## config.mk

```make
export PLATFORM = sky130hd
export DESIGN_NAME = oled_gamma_interpolator
export DESIGN_NICKNAME = d
export VERILOG_FILES = /design/src/hdl/ogi_pkg.sv /design/src/hdl/ogi_mac.sv /design/src/hdl/ogi_ctrl.sv /design/src/hdl/oled_gamma_interpolator.sv
export SDC_FILE = /design/constraint.sdc
export NUM_CORES = 1
export LEC_CHECK = 0
export BUFFER_PORTS_ARGS = -buffer_cell sky130_fd_sc_hd__buf_2
export CAP_MARGIN = 30
export CELL_PAD_IN_SITES_DETAIL_PLACEMENT = 0
export CELL_PAD_IN_SITES_GLOBAL_PLACEMENT = 2
export CORE_MARGIN = 10
export CORE_UTILIZATION = 40
export DETAILED_ROUTE_END_ITERATION = 8
export PLACE_DENSITY_LB_ADDON = 0.1
export SLEW_MARGIN = 5
export SYNTH_ARGS = -nofsm -noshare
export SYNTH_HDL_FRONTEND = slang
export SYNTH_SLANG_ARGS = --single-unit
```

## constraint.sdc

```tcl
create_clock -name clk -period 9.1 [get_ports clk]
set_input_delay 0.91 -clock clk [delete_from_list [all_inputs] [get_ports clk]]
set_output_delay 0.91 -clock clk [all_outputs]
set_load 0.02 [all_outputs]
```

## src/hdl/ogi_pkg.sv

```systemverilog
package ogi_pkg;

  localparam int GAMMA_WORDS  = 21;
  localparam int GAMMA_LEVELS = 9;
  localparam int LEVEL_STEP   = 30;

  typedef logic [3:0]  level_t;
  typedef logic [4:0]  word_t;
  typedef logic [4:0]  frac_t;
  typedef logic [11:0] mix_t;

  localparam logic [7:0] BRIGHT_MIN       = 8'd10;
  localparam logic [7:0] BRIGHT_MAX       = 8'd250;
  localparam logic [7:0] BRIGHT_LOW_LIMIT = 8'd31;
  localparam logic [7:0] BRIGHT_LOW_VALUE = 8'd20;

  localparam level_t LAST_LEVEL = level_t'(GAMMA_LEVELS - 1);
  localparam word_t  LAST_WORD  = word_t'(GAMMA_WORDS - 1);
  localparam frac_t  STEP       = frac_t'(LEVEL_STEP);

  // floor(d / 30) for d <= 240 is (d * 274) >> 13
  localparam logic [10:0] LEVEL_RECIP = 11'd274;
  localparam int          LEVEL_SHIFT = 13;
  // (s * 1092) >> 15 is floor(s / 30) or one less for s < 4096
  localparam logic [10:0] MIX_RECIP   = 11'd1092;
  localparam int          MIX_SHIFT   = 15;

  localparam logic [6:0] BANK_REG  = 7'h39;
  localparam logic [7:0] BANK_VAL0 = 8'h43;
  localparam logic [7:0] BANK_VAL1 = 8'h34;

  typedef enum logic [3:0] {
    S_IDLE,
    S_LEVEL,
    S_SPLIT,
    S_MUL_A,
    S_MUL_B,
    S_RECIP,
    S_CORR,
    S_BANK,
    S_EMIT
  } state_t;

  typedef struct packed {
    state_t state;
    word_t  word;
    logic   bank_phase;
  } ctrl_t;

  typedef struct packed {
    logic        en;
    logic [11:0] x;
    logic [10:0] y;
    logic [23:0] z;
  } mac_op_t;

  localparam logic [6:0] WORD_ADDR [0:GAMMA_WORDS-1] = '{
    7'h40, 7'h41, 7'h42, 7'h43, 7'h44, 7'h45, 7'h46,
    7'h50, 7'h51, 7'h52, 7'h53, 7'h54, 7'h55, 7'h56,
    7'h60, 7'h61, 7'h62, 7'h63, 7'h64, 7'h65, 7'h66
  };

  localparam logic [7:0] GAMMA_ROM [0:GAMMA_LEVELS-1][0:GAMMA_WORDS-1] = '{
    '{8'h00, 8'h3f, 8'h40, 8'h39, 8'h32, 8'h2e, 8'h0c, 8'h00, 8'h00, 8'h00, 8'h00,
      8'h26, 8'h2d, 8'h0b, 8'h00, 8'h3f, 8'h40, 8'h38, 8'h31, 8'h2d, 8'h12},
    '{8'h00, 8'h3f, 8'h3e, 8'h2e, 8'h2d, 8'h28, 8'h21, 8'h00, 8'h00, 8'h00, 8'h21,
      8'h2a, 8'h28, 8'h20, 8'h00, 8'h3f, 8'h3e, 8'h2d, 8'h2b, 8'h26, 8'h2d},
    '{8'h00, 8'h3f, 8'h35, 8'h2c, 8'h2b, 8'h26, 8'h29, 8'h00, 8'h00, 8'h00, 8'h25,
      8'h29, 8'h26, 8'h28, 8'h00, 8'h3f, 8'h34, 8'h2b, 8'h2a, 8'h23, 8'h37},
    '{8'h00, 8'h3f, 8'h30, 8'h2a, 8'h2b, 8'h24, 8'h2f, 8'h00, 8'h00, 8'h00, 8'h25,
      8'h29, 8'h24, 8'h2e, 8'h00, 8'h3f, 8'h2f, 8'h29, 8'h29, 8'h21, 8'h3f},
    '{8'h00, 8'h3f, 8'h2e, 8'h29, 8'h2a, 8'h23, 8'h34, 8'h00, 8'h00, 8'h0a, 8'h25,
      8'h28, 8'h23, 8'h33, 8'h00, 8'h3f, 8'h2d, 8'h28, 8'h27, 8'h20, 8'h46},
    '{8'h00, 8'h3f, 8'h2b, 8'h29, 8'h28, 8'h23, 8'h38, 8'h00, 8'h00, 8'h0b, 8'h25,
      8'h27, 8'h23, 8'h37, 8'h00, 8'h3f, 8'h29, 8'h28, 8'h25, 8'h20, 8'h4b},
    '{8'h00, 8'h3f, 8'h29, 8'h29, 8'h27, 8'h22, 8'h3c, 8'h00, 8'h00, 8'h10, 8'h26,
      8'h26, 8'h22, 8'h3b, 8'h00, 8'h3f, 8'h28, 8'h28, 8'h24, 8'h1f, 8'h50},
    '{8'h00, 8'h3f, 8'h28, 8'h28, 8'h28, 8'h20, 8'h40, 8'h00, 8'h00, 8'h11, 8'h25,
      8'h27, 8'h20, 8'h3f, 8'h00, 8'h3f, 8'h27, 8'h26, 8'h26, 8'h1c, 8'h56},
    '{8'h00, 8'h3f, 8'h2a, 8'h27, 8'h27, 8'h1f, 8'h44, 8'h00, 8'h00, 8'h17, 8'h24,
      8'h26, 8'h1f, 8'h43, 8'h00, 8'h3f, 8'h2a, 8'h25, 8'h24, 8'h1b, 8'h5c}
  };

endpackage

```

## src/hdl/ogi_mac.sv

```systemverilog
module ogi_mac (
  input  logic              clk,
  input  ogi_pkg::mac_op_t  op,
  output logic [23:0]       acc
);

  // shared multiply-add, one operation per cycle, registered result
  always_ff @(posedge clk) begin
    if (op.en) begin
      acc <= 24'(op.x) * 24'(op.y) + op.z;
    end
  end

endmodule

```

## src/hdl/ogi_ctrl.sv

```systemverilog
module ogi_ctrl (
  input  logic              clk,
  input  logic              rst,
  input  logic              in_valid,
  input  logic              out_ready,
  output logic              in_ready,
  output logic              out_valid,
  output ogi_pkg::ctrl_t    ctrl
);

  ogi_pkg::state_t state;
  ogi_pkg::state_t state_next;
  ogi_pkg::word_t  word;
  ogi_pkg::word_t  word_next;
  logic            bank_phase;
  logic            bank_phase_next;

  always_ff @(posedge clk) begin
    if (rst) begin
      state      <= ogi_pkg::S_IDLE;
      word       <= '0;
      bank_phase <= 1'b0;
    end else begin
      state      <= state_next;
      word       <= word_next;
      bank_phase <= bank_phase_next;
    end
  end

  always_comb begin
    state_next = state;
    case (state)
      ogi_pkg::S_IDLE:  if (in_valid) state_next = ogi_pkg::S_LEVEL;
      ogi_pkg::S_LEVEL: state_next = ogi_pkg::S_SPLIT;
      ogi_pkg::S_SPLIT: state_next = ogi_pkg::S_MUL_A;
      ogi_pkg::S_MUL_A: state_next = ogi_pkg::S_MUL_B;
      ogi_pkg::S_MUL_B: state_next = ogi_pkg::S_RECIP;
      ogi_pkg::S_RECIP: state_next = ogi_pkg::S_CORR;
      ogi_pkg::S_CORR:  state_next = ogi_pkg::S_EMIT;
      ogi_pkg::S_BANK:  state_next = ogi_pkg::S_EMIT;
      ogi_pkg::S_EMIT: begin
        if (out_ready) begin
          if (bank_phase) begin
            state_next = ogi_pkg::S_IDLE;
          end else if (word == ogi_pkg::LAST_WORD) begin
            state_next = ogi_pkg::S_BANK;
          end else begin
            state_next = ogi_pkg::S_MUL_A;
          end
        end
      end
      default: state_next = ogi_pkg::S_IDLE;
    endcase
  end

  always_comb begin
    word_next       = word;
    bank_phase_next = bank_phase;
    case (state)
      ogi_pkg::S_IDLE: begin
        word_next       = '0;
        bank_phase_next = 1'b0;
      end
      ogi_pkg::S_BANK: bank_phase_next = 1'b1;
      ogi_pkg::S_EMIT: begin
        if (out_ready && !bank_phase && word != ogi_pkg::LAST_WORD) begin
          word_next = word + 1'b1;
        end
      end
      default: ;
    endcase
  end

  always_comb begin
    in_ready        = (state == ogi_pkg::S_IDLE);
    out_valid       = (state == ogi_pkg::S_EMIT);
    ctrl.state      = state;
    ctrl.word       = word;
    ctrl.bank_phase = bank_phase;
  end

endmodule

```

## src/hdl/oled_gamma_interpolator.sv

```systemverilog
// Turns one brightness request into a burst of 22 panel register writes: 21
// gamma words (interpolated between two rows of the built-in 9-row ROM) and a
// final bank select write flagged by last. One request is worked at a time;
// in_ready is low from acceptance until the bank select transaction is taken.
// A single shared multiply-add unit does all multiplications; each gamma word
// passes through five states (two products, a reciprocal multiply, a correction
// step, the output slot), and the output slot waits for out_ready.
module oled_gamma_interpolator (
  input  logic       clk,
  input  logic       rst,
  input  logic       in_valid,
  output logic       in_ready,
  input  logic [7:0] brightness,
  output logic       out_valid,
  input  logic       out_ready,
  output logic [6:0] reg_addr,
  output logic [7:0] reg_value,
  output logic       last
);

  ogi_pkg::ctrl_t   ctrl;
  ogi_pkg::mac_op_t mac_op;
  logic [23:0]      acc;

  logic [7:0]       d;
  ogi_pkg::level_t  level;
  ogi_pkg::frac_t   frac;
  ogi_pkg::mix_t    s_hold;
  logic             bank;

  logic [7:0]       v_lim;
  logic [7:0]       v_even;
  logic [7:0]       v_adj;
  ogi_pkg::level_t  split_level;
  logic [8:0]       split_lvl30;
  logic [8:0]       split_diff;
  ogi_pkg::level_t  level_up;
  logic [7:0]       row_a;
  logic [7:0]       row_b;
  logic [6:0]       q0;
  ogi_pkg::mix_t    q0_30;
  ogi_pkg::mix_t    rem;
  logic [7:0]       mix_value;

  ogi_ctrl u_ctrl (
    .clk       (clk),
    .rst       (rst),
    .in_valid  (in_valid),
    .out_ready (out_ready),
    .in_ready  (in_ready),
    .out_valid (out_valid),
    .ctrl      (ctrl)
  );

  ogi_mac u_mac (
    .clk (clk),
    .op  (mac_op),
    .acc (acc)
  );

  // request clamp, rounding down to even, and low-end override
  always_comb begin
    if (brightness < ogi_pkg::BRIGHT_MIN) begin
      v_lim = ogi_pkg::BRIGHT_MIN;
    end else if (brightness > ogi_pkg::BRIGHT_MAX) begin
      v_lim = ogi_pkg::BRIGHT_MAX;
    end else begin
      v_lim = brightness;
    end
    v_even = {v_lim[7:1], 1'b0};
    v_adj  = (v_even < ogi_pkg::BRIGHT_LOW_LIMIT) ? ogi_pkg::BRIGHT_LOW_VALUE : v_even;
  end

  // level and fraction from the reciprocal product
  always_comb begin
    split_level = acc[ogi_pkg::LEVEL_SHIFT +: 4];
    split_lvl30 = {split_level, 5'b0} - {4'b0, split_level, 1'b0};
    split_diff  = {1'b0, d} - split_lvl30;
  end

  always_comb begin
    level_up = (level == ogi_pkg::LAST_LEVEL) ? level : level + 1'b1;
    row_a    = ogi_pkg::GAMMA_ROM[level][ctrl.word];
    row_b    = ogi_pkg::GAMMA_ROM[level_up][ctrl.word];
  end

  // quotient estimate is exact or one short
  always_comb begin
    q0        = acc[ogi_pkg::MIX_SHIFT +: 7];
    q0_30     = {q0, 5'b0} - {4'b0, q0, 1'b0};
    rem       = s_hold - q0_30;
    mix_value = (rem >= 12'(ogi_pkg::STEP)) ? {1'b0, q0} + 8'd1 : {1'b0, q0};
  end

  always_comb begin
    mac_op.en = 1'b0;
    mac_op.x  = '0;
    mac_op.y  = '0;
    mac_op.z  = '0;
    case (ctrl.state)
      ogi_pkg::S_LEVEL: begin
        mac_op.en = 1'b1;
        mac_op.x  = {4'b0, d};
        mac_op.y  = ogi_pkg::LEVEL_RECIP;
      end
      ogi_pkg::S_MUL_A: begin
        mac_op.en = 1'b1;
        mac_op.x  = {4'b0, row_a};
        mac_op.y  = {6'b0, ogi_pkg::STEP - frac};
      end
      ogi_pkg::S_MUL_B: begin
        mac_op.en = 1'b1;
        mac_op.x  = {4'b0, row_b};
        mac_op.y  = {6'b0, frac};
        mac_op.z  = acc;
      end
      ogi_pkg::S_RECIP: begin
        mac_op.en = 1'b1;
        mac_op.x  = acc[11:0];
        mac_op.y  = ogi_pkg::MIX_RECIP;
      end
      default: ;
    endcase
  end

  always_ff @(posedge clk) begin
    if (in_valid && in_ready) begin
      d <= v_adj - ogi_pkg::BRIGHT_MIN;
    end
    if (ctrl.state == ogi_pkg::S_SPLIT) begin
      level <= split_level;
      frac  <= (split_level == ogi_pkg::LAST_LEVEL) ? '0 : split_diff[4:0];
    end
    if (ctrl.state == ogi_pkg::S_RECIP) begin
      s_hold <= acc[11:0];
    end
    if (ctrl.state == ogi_pkg::S_CORR) begin
      reg_addr  <= ogi_pkg::WORD_ADDR[ctrl.word];
      reg_value <= mix_value;
      last      <= 1'b0;
    end
    if (ctrl.state == ogi_pkg::S_BANK) begin
      reg_addr  <= ogi_pkg::BANK_REG;
      reg_value <= bank ? ogi_pkg::BANK_VAL1 : ogi_pkg::BANK_VAL0;
      last      <= 1'b1;
    end
  end

  always_ff @(posedge clk) begin
    if (rst) begin
      bank <= 1'b0;
    end else if (out_valid && out_ready && last) begin
      bank <= ~bank;
    end
  end

  a_one_side: assert property (@(posedge clk) disable iff (rst)
    out_valid |-> !in_ready)
    else $error("input taken while a result is pending");

  a_last_is_bank: assert property (@(posedge clk) disable iff (rst)
    (out_valid && last) |-> (reg_addr == ogi_pkg::BANK_REG))
    else $error("last transaction is not the bank select");

  a_start_quiet: assert property (@(posedge clk) disable iff (rst)
    (in_valid && in_ready) |=> !out_valid)
    else $error("result shown right after request");

  a_bank_flip: assert property (@(posedge clk) disable iff (rst)
    (out_valid && out_ready && last) |=> (bank != $past(bank)))
    else $error("bank bit did not flip after the run");

  a_word_range: assert property (@(posedge clk) disable iff (rst)
    (out_valid && !last) |-> (ctrl.word <= ogi_pkg::LAST_WORD))
    else $error("gamma word index out of range");

endmodule
```

After elaboration in Yosys (flattened, before gate mapping)
Memory sizes are Yosys's and may differ from the RTL's. A register that Yosys moved wholly into a read port is not among the register bits.
Index checks and enable logic that the tools add are counted.
Widths: inputs -> output; s select.

word-level totals
  register bits after elaboration = 73
  bits in read-only memories = 5600
  input port bits = 12
  output and inout port bits = 18
  word-level logic and storage cells = 92
  memories kept = 3

memories
  memory           words  bits a word  rd ports  clocked after Yosys merged registers in  write ports  line                            RTL
  (no name shown)  16     168          1         0                                        0            oled_gamma_interpolator.sv:84   row_b = ogi_pkg::GAMMA_ROM[level_up][ctrl.word];
  (no name shown)  16     168          1         0                                        0            oled_gamma_interpolator.sv:83   row_a = ogi_pkg::GAMMA_ROM[level][ctrl.word];
  (no name shown)  32     7            1         1                                        0            oled_gamma_interpolator.sv:138  reg_addr <= ogi_pkg::WORD_ADDR[ctrl.word];

operators by class
  $add $sub $neg = 10
  multipliers = 1
  $lt $le $gt $ge = 7
  equality and inequality tests = 15
  multiplexer cells = 28
  bitwise operators = 4
  reductions and logical operators = 13

operator list
  kind                 number
  $mux 168             4
  $pmux 24 s4          1
  $bmux 8 s5           2
  $mux 8               10
  $pmux 4 s8           1
  $add 23x24->24       1
  $mux 24              1
  $mul 12x11->23       1
  $eq 4x3->1 const B   4
  $mux 4               4
  $eq 4x4->1 const B   3
  $ge 12x5->1 const B  1
  $sub 12x12->12       1
  $sub 12x8->12        1
  $ge 5x5->1 const B   2
  $not 4->5            2
  $pmux 5 s2           1
  $add 7x1->8 const B  1
  $eq 4x2->1 const B   2
  $gt 8x8->1 const B   1
  $lt 8x4->1 const B   1
  $lt 8x5->1 const B   1
  $sub 8x4->8 const B  1
  $mux 7               1
  22 further kinds     30

Depth between registers and ports, before layout
Gate-level depths: netlist of run 1.

  depth after elaboration = 12
  depth in mapped cells = 36
  depth with buffers taken out = 33

Hierarchy
A second synthesis of run 1 with hierarchy kept.

second synthesis, totals
  cell total of the unflattened synthesis = 1561
  area, all modules = 12389.4 um^2

by module, submodules not included
  module                   times used  cells each  area an instance (um^2)  seq. area each (um^2)
  ogi_mac                  1           662         5910.7                   720.7
  oled_gamma_interpolator  1           822         5878.1                   1181.1
  ogi_ctrl                 1           77          600.6                    200.2

Least setup slack after synthesis of run 1
Ideal clock, no wire load.

  path type = flip-flop to flip-flop
  from = reg level[1]
  to = reg u_mac.acc[20] (data pin)
  library setup time = 0.268 ns
  arrival = 7.039 ns
  data required time = 8.832 ns
  path slack = 1.793 ns
  cell stages (with the launch flop) = 33
  path buffers = 3
  clock period less this slack = 7.307 ns
  path through = edfxtp_1 buf_2 inv_1 ha_1 and3b_1 buf_2 xnor2_1 inv_1 ha_1 clkbuf_1 inv_1 o21ai_0 a211o_1 a211o_1 a311oi_2 nand2b_1 fa_1 inv_1 ha_1 fa_1 ha_1 inv_1 fa_1 inv_1 fa_1 a21o_1 a21oi_1 nor2b_1 o21a_1 o41a_1 a31oi_1 a211oi_1 xor2_1

between the ends
  cells in the longest elaborated chain, start to end = 12
  elaborated cells on any way between the ends = 20
  those cells by class = 2 x add/sub; 1 x mul; 1 x eq/ne; 12 x mux; 2 x bitwise; 2 x memory

RTL lines
  what                                              line                            RTL
  from (decl)                                       oled_gamma_interpolator.sv:26   ogi_pkg::level_t level;
  from (signal assigned)                            oled_gamma_interpolator.sv:131  level <= split_level;
  $add 4x1->4 / $eq 4x4->1 (equally long branches)  oled_gamma_interpolator.sv:82   level_up = (level == ogi_pkg::LAST_LEVEL) ? level : level + 1'b1;
  $mux 4                                            oled_gamma_interpolator.sv:82
  $not 4->5 (implied by the code)                   oled_gamma_interpolator.sv:84
  $mem_v2 16x168                                    --
  $mux 168 (implied by the code) (2 in a row)       oled_gamma_interpolator.sv:84
  $bmux 8 s5                                        oled_gamma_interpolator.sv:84
  $mux 8 (implied by the code) (2 in a row)         oled_gamma_interpolator.sv:84
  $pmux 24 s4 *                                     oled_gamma_interpolator.sv:100  case (ctrl.state)
  $mul 12x11->23 *                                  ogi_mac.sv:10                   acc <= 24'(op.x) * 24'(op.y) + op.z;
  $add 23x24->24 *                                  ogi_mac.sv:10
  to (signal assigned)                              ogi_mac.sv:10
  to (decl)                                         ogi_mac.sv:4                    output logic [23:0] acc

Every way passes the cells marked *; elsewhere a longest branch is shown, timed or not. The select of a mux whose other input is x is not followed.
A chain may end at the register's enable or synchronous reset.

Worst setup path in the final report of run 1
  from = reg level[0]
  to = reg u_mac.acc[20] (data pin)

The elaborated chain is that of the path after synthesis.

==> impl_summary.log, run 1 <==
[metrics] outcome: completed
[metrics] clock tree buffer depth: 2
[metrics] Layout area overhead: 7.89%
[metrics] sequential-to-total area share from yosys stat: 0.189
[metrics] share of layout cells above drive strength 1: 0.0866
[metrics] Synth async-reset ratio: 0
[metrics] fill cell instance count of the final layout: 2679
[metrics] grt met3 use: 0.0366
[metrics] clock-pin slew on the worst setup and hold paths: 0.07 ns
[metrics] DRC errors left: 0
[metrics] global route total overflow: 0
[metrics] standard-cell rows: 59
[metrics] total leakage power: 5.11 nW
[metrics] Max IR drop VDD: 63.8 uV
[metrics] number of enable-type register cells in the synthesized netlist: 55
[metrics] pin count of the biggest net entering global routing: 45
[metrics] number of buffers added by the clock tree synthesis step: 9
[metrics] first-pass GRT wire length: 53.4 mm
[metrics] data arrival time of the critical path: 8.29 ns
[metrics] hpwl dp: 26.1 mm
[metrics] Required @ worst endpoint: 9.18 ns
[metrics] Setup crit end kind: register
[metrics] final max-slew violation count: 0
[metrics] postcts setup bufs: 0
[metrics] clock tree from TritonCTS: yes
[metrics] min Tclk post-route: 8.21 ns
[metrics] number of hold violations in the final report: 0
[metrics] max-capacitance violation count: 0
[metrics] Vias: 9359
[metrics] Worst Hold Depth: 2
[metrics] GP Congestion: 0.916
[metrics] DIE HEIGHT: 183 um
[metrics] H-tree levels: 3
[metrics] RSZ-0062 raised after global routing: false
[metrics] Ant. Diodes: 0
[metrics] met2 GRT Util: 0.302
[metrics] total of flip-flops plus latches after synthesis: 73
[metrics] # resized after CTS: 0
[metrics] highest-delay cell along the critical path: sky130_fd_sc_hd__a21oi_1
[metrics] number of instances in the synthesized netlist: 1285
[metrics] Final TNS setup: 0 ns
[metrics] starting density of the core: 0.408
[metrics] Routed Antenna Nets: 0
[metrics] total number of clock tree sinks: 73
[metrics] # setup viols final: 0
[metrics] Total GRT Usage: 0.201
[metrics] Final Routed Wirelength: 33.6 mm
[metrics] Crit path largest cell delay: 0.54 ns
[metrics] worst path buffer plus inverter count: 7
[metrics] most prevalent standard cell on the critical path: sky130_fd_sc_hd__inv_1
[metrics] cell type group with the largest total delay on the critical path: compound AO/OA/AOI/OAI gates
[metrics] count of different cell masters after synthesis: 85
[metrics] clk_lat worst skew: 0.35 ns
[metrics] transition time at the pin with the least slew margin: 0.941 ns
[metrics] global routing met1 resource utilization: 0.297
[metrics] clock root buffer master: sky130_fd_sc_hd__clkbuf_16
[metrics] post-layout net count: 1509
[metrics] number of warnings reported in the yosys synthesis log: 0
[metrics] WP depth: 32
[metrics] CTS hold repair buffers: 0
[metrics] number of global-route vias before repair: 9150
[metrics] syn avg cell area: 8.30 sq um
[metrics] Vias/cell: 5.71
[metrics] Netlist Area Pre-Place: 0.0107 sq mm
[metrics] Register-to-Register Path Depth: 32
[metrics] path category of the worst min-delay check: reg -> reg
[metrics] number of iterations in the first detailed-routing pass: 6
[metrics] remaining max-slew budget at the tightest pin: 0.372
[metrics] number of antenna violations at the first check in global routing: 0
[metrics] average wire per standard cell: 20.5 um
[metrics] DRC marker count from the first detailed-route iteration: 856
[metrics] Top Usage Layer GRT: met2
[metrics] flip-flop cell with the highest count after synthesis: sky130_fd_sc_hd__edfxtp_1
[metrics] Post-Route Skew: 0.0118 ns
[metrics] total placed instance area: 0.0112 sq mm
[metrics] critical path peak fanout: 7
[metrics] power density normalized to cell area: 123 mW/mm^2
[metrics] die outline area: 0.0336 sq mm
[metrics] top achievable clock speed: 122 MHz
[metrics] Core Footprint: 0.0261 sq mm
[metrics] final critical-path share of the clock period: 0.902
[metrics] Worst Path Class, Setup: reg -> reg
[metrics] Die Span X: 183 um
[metrics] element type at the critical path start: register
[metrics] PortBufs: 28
[metrics] top-level port count: 30
[metrics] post-route cell area: 0.0115 sq mm
[placed cells by master, fill, tap and decap left out, types with 29 or more instances in the layout]
cell type,Yosys,layout
sky130_fd_sc_hd__edfxtp_1,55,55
sky130_fd_sc_hd__and2_1,35,35
sky130_fd_sc_hd__nor3_1,37,36
sky130_fd_sc_hd__fa_1,68,68
sky130_fd_sc_hd__o21ai_0,73,73
sky130_fd_sc_hd__inv_1,178,178
sky130_fd_sc_hd__nand2_1,74,74
sky130_fd_sc_hd__ha_1,129,129
sky130_fd_sc_hd__nor2_1,96,96
sky130_fd_sc_hd__nand3_1,29,29
sky130_fd_sc_hd__buf_4,6,31
sky130_fd_sc_hd__a21oi_1,88,88
sky130_fd_sc_hd__nand2b_1,29,29
[worst min-delay path, delay by kind of cell (launching register included)]
family             cells  cell delay (ns)
DFF                    1             0.32
AOI/OAI and AO/OA      1             0.05
and+or+nand+nor        1             0.04
[cell type report]
cell class / instances / area (sq um) / share of cell area
well taps: 335 / 419 / 0.0364
clock buffers: 11 / 275 / 0.0239
inverters: 182 / 683 / 0.0594
repair buffers: 60 / 378 / 0.0328
clock inverters: 5 / 48.8 / 0.00424
multi-input cells: 974 / 7690 / 0.668
flip-flops and latches: 73 / 2010 / 0.175
[worst paths after layout]
kind,from,endpoint,slack [ns]
setup / recovery,level[0]$_DFFE_PP_,u_mac.acc[20]$_DFFE_PN_,0.89
setup reg to reg,level[0]$_DFFE_PP_,u_mac.acc[20]$_DFFE_PN_,0.89
hold / removal,reg_addr[5]$_SDFFE_PP1P_,reg_addr[5]$_SDFFE_PP1P_,0.45
hold reg to reg,reg_addr[5]$_SDFFE_PP1P_,reg_addr[5]$_SDFFE_PP1P_,0.45
[cell usage after synthesis (all sizes together) (7+ instances only)]
cell type	instances	area (sq um)
buf	53	277
nor4	7	73.8
a311oi	7	67.6
nand2	74	278
o31ai	9	67.6
a211oi	21	158
xor2	14	123
a31oi	18	113
o211ai	14	105
xnor2	25	219
inv	181	679
and2	35	219
a21o	14	114
a221oi	9	97.6
nand4	8	56.3
or3	8	50.1
ha	129	1610
o22ai	9	56.3
nor3	38	195
o21a	9	67.6
edfxtp	55	1650
nand3	29	145
nand2b	29	181
fa	68	1360
mux2i	7	70.1
dfxtp	18	360
o21ai	74	374
a21oi	91	467
or2	8	50.1
clkbuf	21	78.8
nor2b	18	113
nor2	97	367
[power breakdown]
group,total [W],internal (W),switching [W]
Sequential,0.000447,0.000405,0.0000414
Clock,0.000382,0.000224,0.000159
Combinational,0.000582,0.000230,0.000353
Total,0.00141,0.000859,0.000553
[logic make-up (layout without fill, tap and decap cells)]
| family | Yosys count | after routing | synth area share |
|---|---|---|---|
| compound gates | 334 | 334 | 0.210 |
| xor+xnor | 39 | 39 | 0.0320 |
| fa+ha+maj | 197 | 197 | 0.279 |
| buf+inv | 256 | 258 | 0.0974 |
| flops | 73 | 73 | 0.189 |
| mux | 12 | 12 | 0.0140 |
| other cells | 2 | 20 | 0.000704 |
| simple gates | 372 | 372 | 0.179 |
[state kept, by name (all words and copies together) (netlist names)]
register	flops
u_mac.acc	21
s_hold	11
reg_value	8
d	7
reg_addr	7
u_ctrl.word	5
frac	4
level	4
u_ctrl.state	4
bank	1
u_ctrl.bank_phase	1
[per-stage QoR]
stage          instances  hold slack (ns)  power (W)   util  setup slack (ns)
3_5_place_dp        1623            0.436    0.00103  0.428             0.956
2_1_floorplan       1303            0.432   0.000876      -              1.79
3_3_place_gp        1623            0.428    0.00103  0.428             0.991
4_1_cts             1639            0.453    0.00142  0.440             0.950
6_report            1640            0.448    0.00141  0.440             0.894
5_1_grt             1640            0.480    0.00152  0.440             0.380
[layer usage]
metal  vias up  part of all wire  routed length (um)
met5         -                 0                   0
met4         0            0.0096                 321
met3        24             0.066                2200
met2       345              0.43               14400
met1      4490              0.50               16700
li1       4500                 -                   -
Power figures use the tool's default switching activity.
==> inputs of run 2 (changes only) <==
--- a/config.mk
+++ b/config.mk
@@ -9,6 +9,7 @@
 export CAP_MARGIN = 30
 export CELL_PAD_IN_SITES_DETAIL_PLACEMENT = 0
 export CELL_PAD_IN_SITES_GLOBAL_PLACEMENT = 2
+export CORE_ASPECT_RATIO = 1.4
 export CORE_MARGIN = 10
 export CORE_UTILIZATION = 40
 export DETAILED_ROUTE_END_ITERATION = 8
==> impl_summary.log, run 2 (synthesis results as in run 1) <==
[metrics] top achievable clock speed: 126 MHz (was 122 MHz)
[metrics] critical path peak fanout: 24 (was 7)
[metrics] number of antenna violations at the first check in global routing: 0 (unchanged)
[metrics] Final Routed Wirelength: 35.3 mm (was 33.6 mm)
[metrics] starting density of the core: 0.407 (was 0.408)
[metrics] average wire per standard cell: 21.7 um (was 20.5 um)
[metrics] beginning of the worst register-to-register path: level[0]$_DFFE_PP_ (unchanged)
[metrics] top-level port count: 30 (unchanged)
[metrics] DRC marker count from the first detailed-route iteration: 555 (was 856)
[metrics] Ant. Diodes: 0 (unchanged)
[metrics] PortBufs: 28 (unchanged)
[metrics] clk_lat worst skew: 0.35 ns (about the same)
[metrics] element type at the critical path start: register (unchanged)
[metrics] min Tclk post-route: 7.94 ns (was 8.21 ns)
[metrics] remaining max-slew budget at the tightest pin: 0.427 (was 0.372)
[metrics] final critical-path share of the clock period: 0.872 (was 0.902)
[metrics] Register-to-Register Path Depth: 31 (was 32)
[metrics] # resized after CTS: 0 (unchanged)
[metrics] max-capacitance violation count: 0 (unchanged)
[metrics] GP Congestion: 0.966 (was 0.916)
[metrics] Layout area overhead: 7.39% (was 7.89%)
[metrics] Core Footprint: 0.0262 sq mm (was 0.0261 sq mm)
[metrics] total number of clock tree sinks: 73 (unchanged)
[metrics] highest-delay cell along the critical path: sky130_fd_sc_hd__fa_1 (was sky130_fd_sc_hd__a21oi_1)
[metrics] data arrival time of the critical path: 8.02 ns (was 8.29 ns)
[metrics] Vias: 9436 (was 9359)
[metrics] Sequential cell area: 0.00201 sq mm (unchanged)
[metrics] Crit path largest cell delay: 0.53 ns (was 0.54 ns)
[metrics] number of global-route vias before repair: 9482 (was 9150)
[metrics] capturing point of the worst reg2reg path: u_mac.acc[20]$_DFFE_PN_ (unchanged)
[metrics] clock root buffer master: sky130_fd_sc_hd__clkbuf_16 (unchanged)
[metrics] total leakage power: 5.10 nW (was 5.11 nW)
[metrics] global route total overflow: 0 (unchanged)
[metrics] overall power: 0.00137 W (was 0.00141 W)
[metrics] final max-slew violation count: 0 (unchanged)
[metrics] Min-Delay Endpoint: reg_addr[2]$_SDFFE_PP0P_ (was reg_addr[5]$_SDFFE_PP1P_)
[metrics] cell type group with the largest total delay on the critical path: adder cells (was compound AO/OA/AOI/OAI gates)
[metrics] Reg2Reg Setup Slack: 1.16 ns (was 0.89 ns)
[metrics] hpwl dp: 27.8 mm (was 26.1 mm)
[metrics] RSZ-0062 raised after global routing: false (unchanged)
[metrics] Post-Route Skew: 0.0124 ns (was 0.0118 ns)
[metrics] worst path buffer plus inverter count: 7 (unchanged)
[metrics] Worst Hold Depth: 2 (unchanged)
[metrics] path category of the worst min-delay check: reg -> reg (unchanged)
[metrics] first-pass GRT wire length: 55.1 mm (was 53.4 mm)
[metrics] postcts setup bufs: 0 (unchanged)
[metrics] number of flip-flops under the largest register name: 21 (unchanged)
[metrics] Worst Path Class, Setup: reg -> reg (unchanged)
[metrics] post-route cell area: 0.0115 sq mm (about the same)
[metrics] number of iterations in the first detailed-routing pass: 5 (was 6)
[metrics] outcome: completed (unchanged)
[metrics] critical hold path startpoint: reg_addr[2]$_SDFFE_PP0P_ (was reg_addr[5]$_SDFFE_PP1P_)
[metrics] die outline area: 0.0337 sq mm (was 0.0336 sq mm)
[metrics] register bank with the most flops: u_mac.acc (unchanged)
[metrics] Max IR drop VDD: 85.6 uV (was 63.8 uV)
[metrics] Required @ worst endpoint: 9.18 ns (about the same)
[metrics] Routed Antenna Nets: 0 (unchanged)
[metrics] clock tree buffer depth: 2 (unchanged)
[metrics] # setup viols final: 0 (unchanged)
[metrics] standard-cell rows: 70 (was 59)
[metrics] CTS hold repair buffers: 0 (unchanged)
[metrics] clock tree from TritonCTS: yes (unchanged)
[metrics] Setup crit end kind: register (unchanged)
[metrics] pin count of the biggest net entering global routing: 52 (was 45)
[metrics] transition time at the pin with the least slew margin: 0.851 ns (was 0.941 ns)
[metrics] most common library cell in the layout ignoring fill and taps: sky130_fd_sc_hd__inv_1 (unchanged)
[metrics] DRC errors left: 0 (unchanged)
[metrics] Vias/cell: 5.79 (was 5.71)
[metrics] multi-input combinational cell area: 0.00769 sq mm (unchanged)
[metrics] DIE HEIGHT: 213 um (was 183 um)
[metrics] number of buffers added by the clock tree synthesis step: 9 (unchanged)
[metrics] most prevalent standard cell on the critical path: sky130_fd_sc_hd__ha_1 (was sky130_fd_sc_hd__inv_1)
[metrics] fill cell instance count of the final layout: 2688 (was 2679)
[metrics] Final TNS setup: 0 ns (unchanged)
[metrics] share of layout cells above drive strength 1: 0.0880 (was 0.0866)
[metrics] clock-pin slew on the worst setup and hold paths: 0.07 ns (about the same)
[metrics] top flop regs: u_mac.acc (21), s_hold (11), reg_value (8) (unchanged)
[metrics] total placed instance area: 0.0112 sq mm (about the same)
[metrics] number of hold violations in the final report: 0 (unchanged)
[metrics] Total GRT Usage: 0.213 (was 0.201)
[metrics] post-layout net count: 1511 (was 1509)
[metrics] Die Span X: 158 um (was 183 um)
[metrics] most frequent cells in the layout: 178 x sky130_fd_sc_hd__inv_1, 129 x sky130_fd_sc_hd__ha_1, 96 x sky130_fd_sc_hd__nor2_1, 88 x sky130_fd_sc_hd__a21oi_1, 74 x sky130_fd_sc_hd__nand2_1 (unchanged)
[metrics] power density normalized to cell area: 120 mW/mm^2 (was 123 mW/mm^2)
[metrics] H-tree levels: 3 (unchanged)
==> run 2: cell count changes in the layout (fill, tap and decap cells not counted), sizes merged <==
cell / change
clkinv: +1
clkbuf: -2
buf: +3
==> run 2: area by class of cell <==
type                    instances  area share
repair buffers                 62      0.0343
multi-input cells             974       0.671
well taps                     324      0.0354
clock inverters                 6     0.00350
flip-flops and latches         73       0.176
inverters                     182      0.0597
clock buffers                  10      0.0201
==> run 2: where the power goes <==
part	internal, W	total [W]	switching [W]
sequential	0.000405	0.000445	0.0000395
combinational	0.000230	0.000586	0.000356
clock	0.000187	0.000343	0.000157
==> run 2: how the worst max path moves through the flow <==
| stage | from | end | slack [ns] | cells after the start |
|---|---|---|---|---|
| floorplan | level[1]$_DFFE_PP_ | u_mac.acc[20]$_DFFE_PN_ | 1.79 | 32 |
| global placement | level[0]$_DFFE_PP_ | u_mac.acc[20]$_DFFE_PN_ | 1.22 | 31 |
| detailed placement | level[0]$_DFFE_PP_ | u_mac.acc[20]$_DFFE_PN_ | 1.23 | 31 |
| CTS | level[0]$_DFFE_PP_ | u_mac.acc[20]$_DFFE_PN_ | 1.20 | 31 |
| global route | level[0]$_DFFE_PP_ | u_mac.acc[20]$_DFFE_PN_ | 0.75 | 31 |
| finish | level[0]$_DFFE_PP_ | u_mac.acc[20]$_DFFE_PN_ | 1.16 | 31 |
==> run 2: tightest hold or removal path, stage by stage, from the launching register on <==
cell and delay (ns):
sky130_fd_sc_hd__dfxtp_1 0.33, sky130_fd_sc_hd__nand2_1 0.05, sky130_fd_sc_hd__o31ai_1 0.05
==> run 2: metal layers <==
metal  track usage  vias to the layer above  wire, um
met5             0                        -         0
li1              -                     4503         -
met1         0.244                     4526     13500
met2         0.373                      312     18400
met4         0.130                        0      2020
met3        0.0189                       95      1460
==> run 2: metrics by stage <==
step	worst slack, ns	util	hold WS (ns)	cells
finish	1.16	0.437	0.454	1631
global route	0.746	0.437	0.495	1631
CTS	1.20	0.437	0.457	1630
detailed placement	1.23	0.427	0.441	1614
global placement	1.22	0.427	0.433	1614
floorplan	1.79	-	0.432	1303
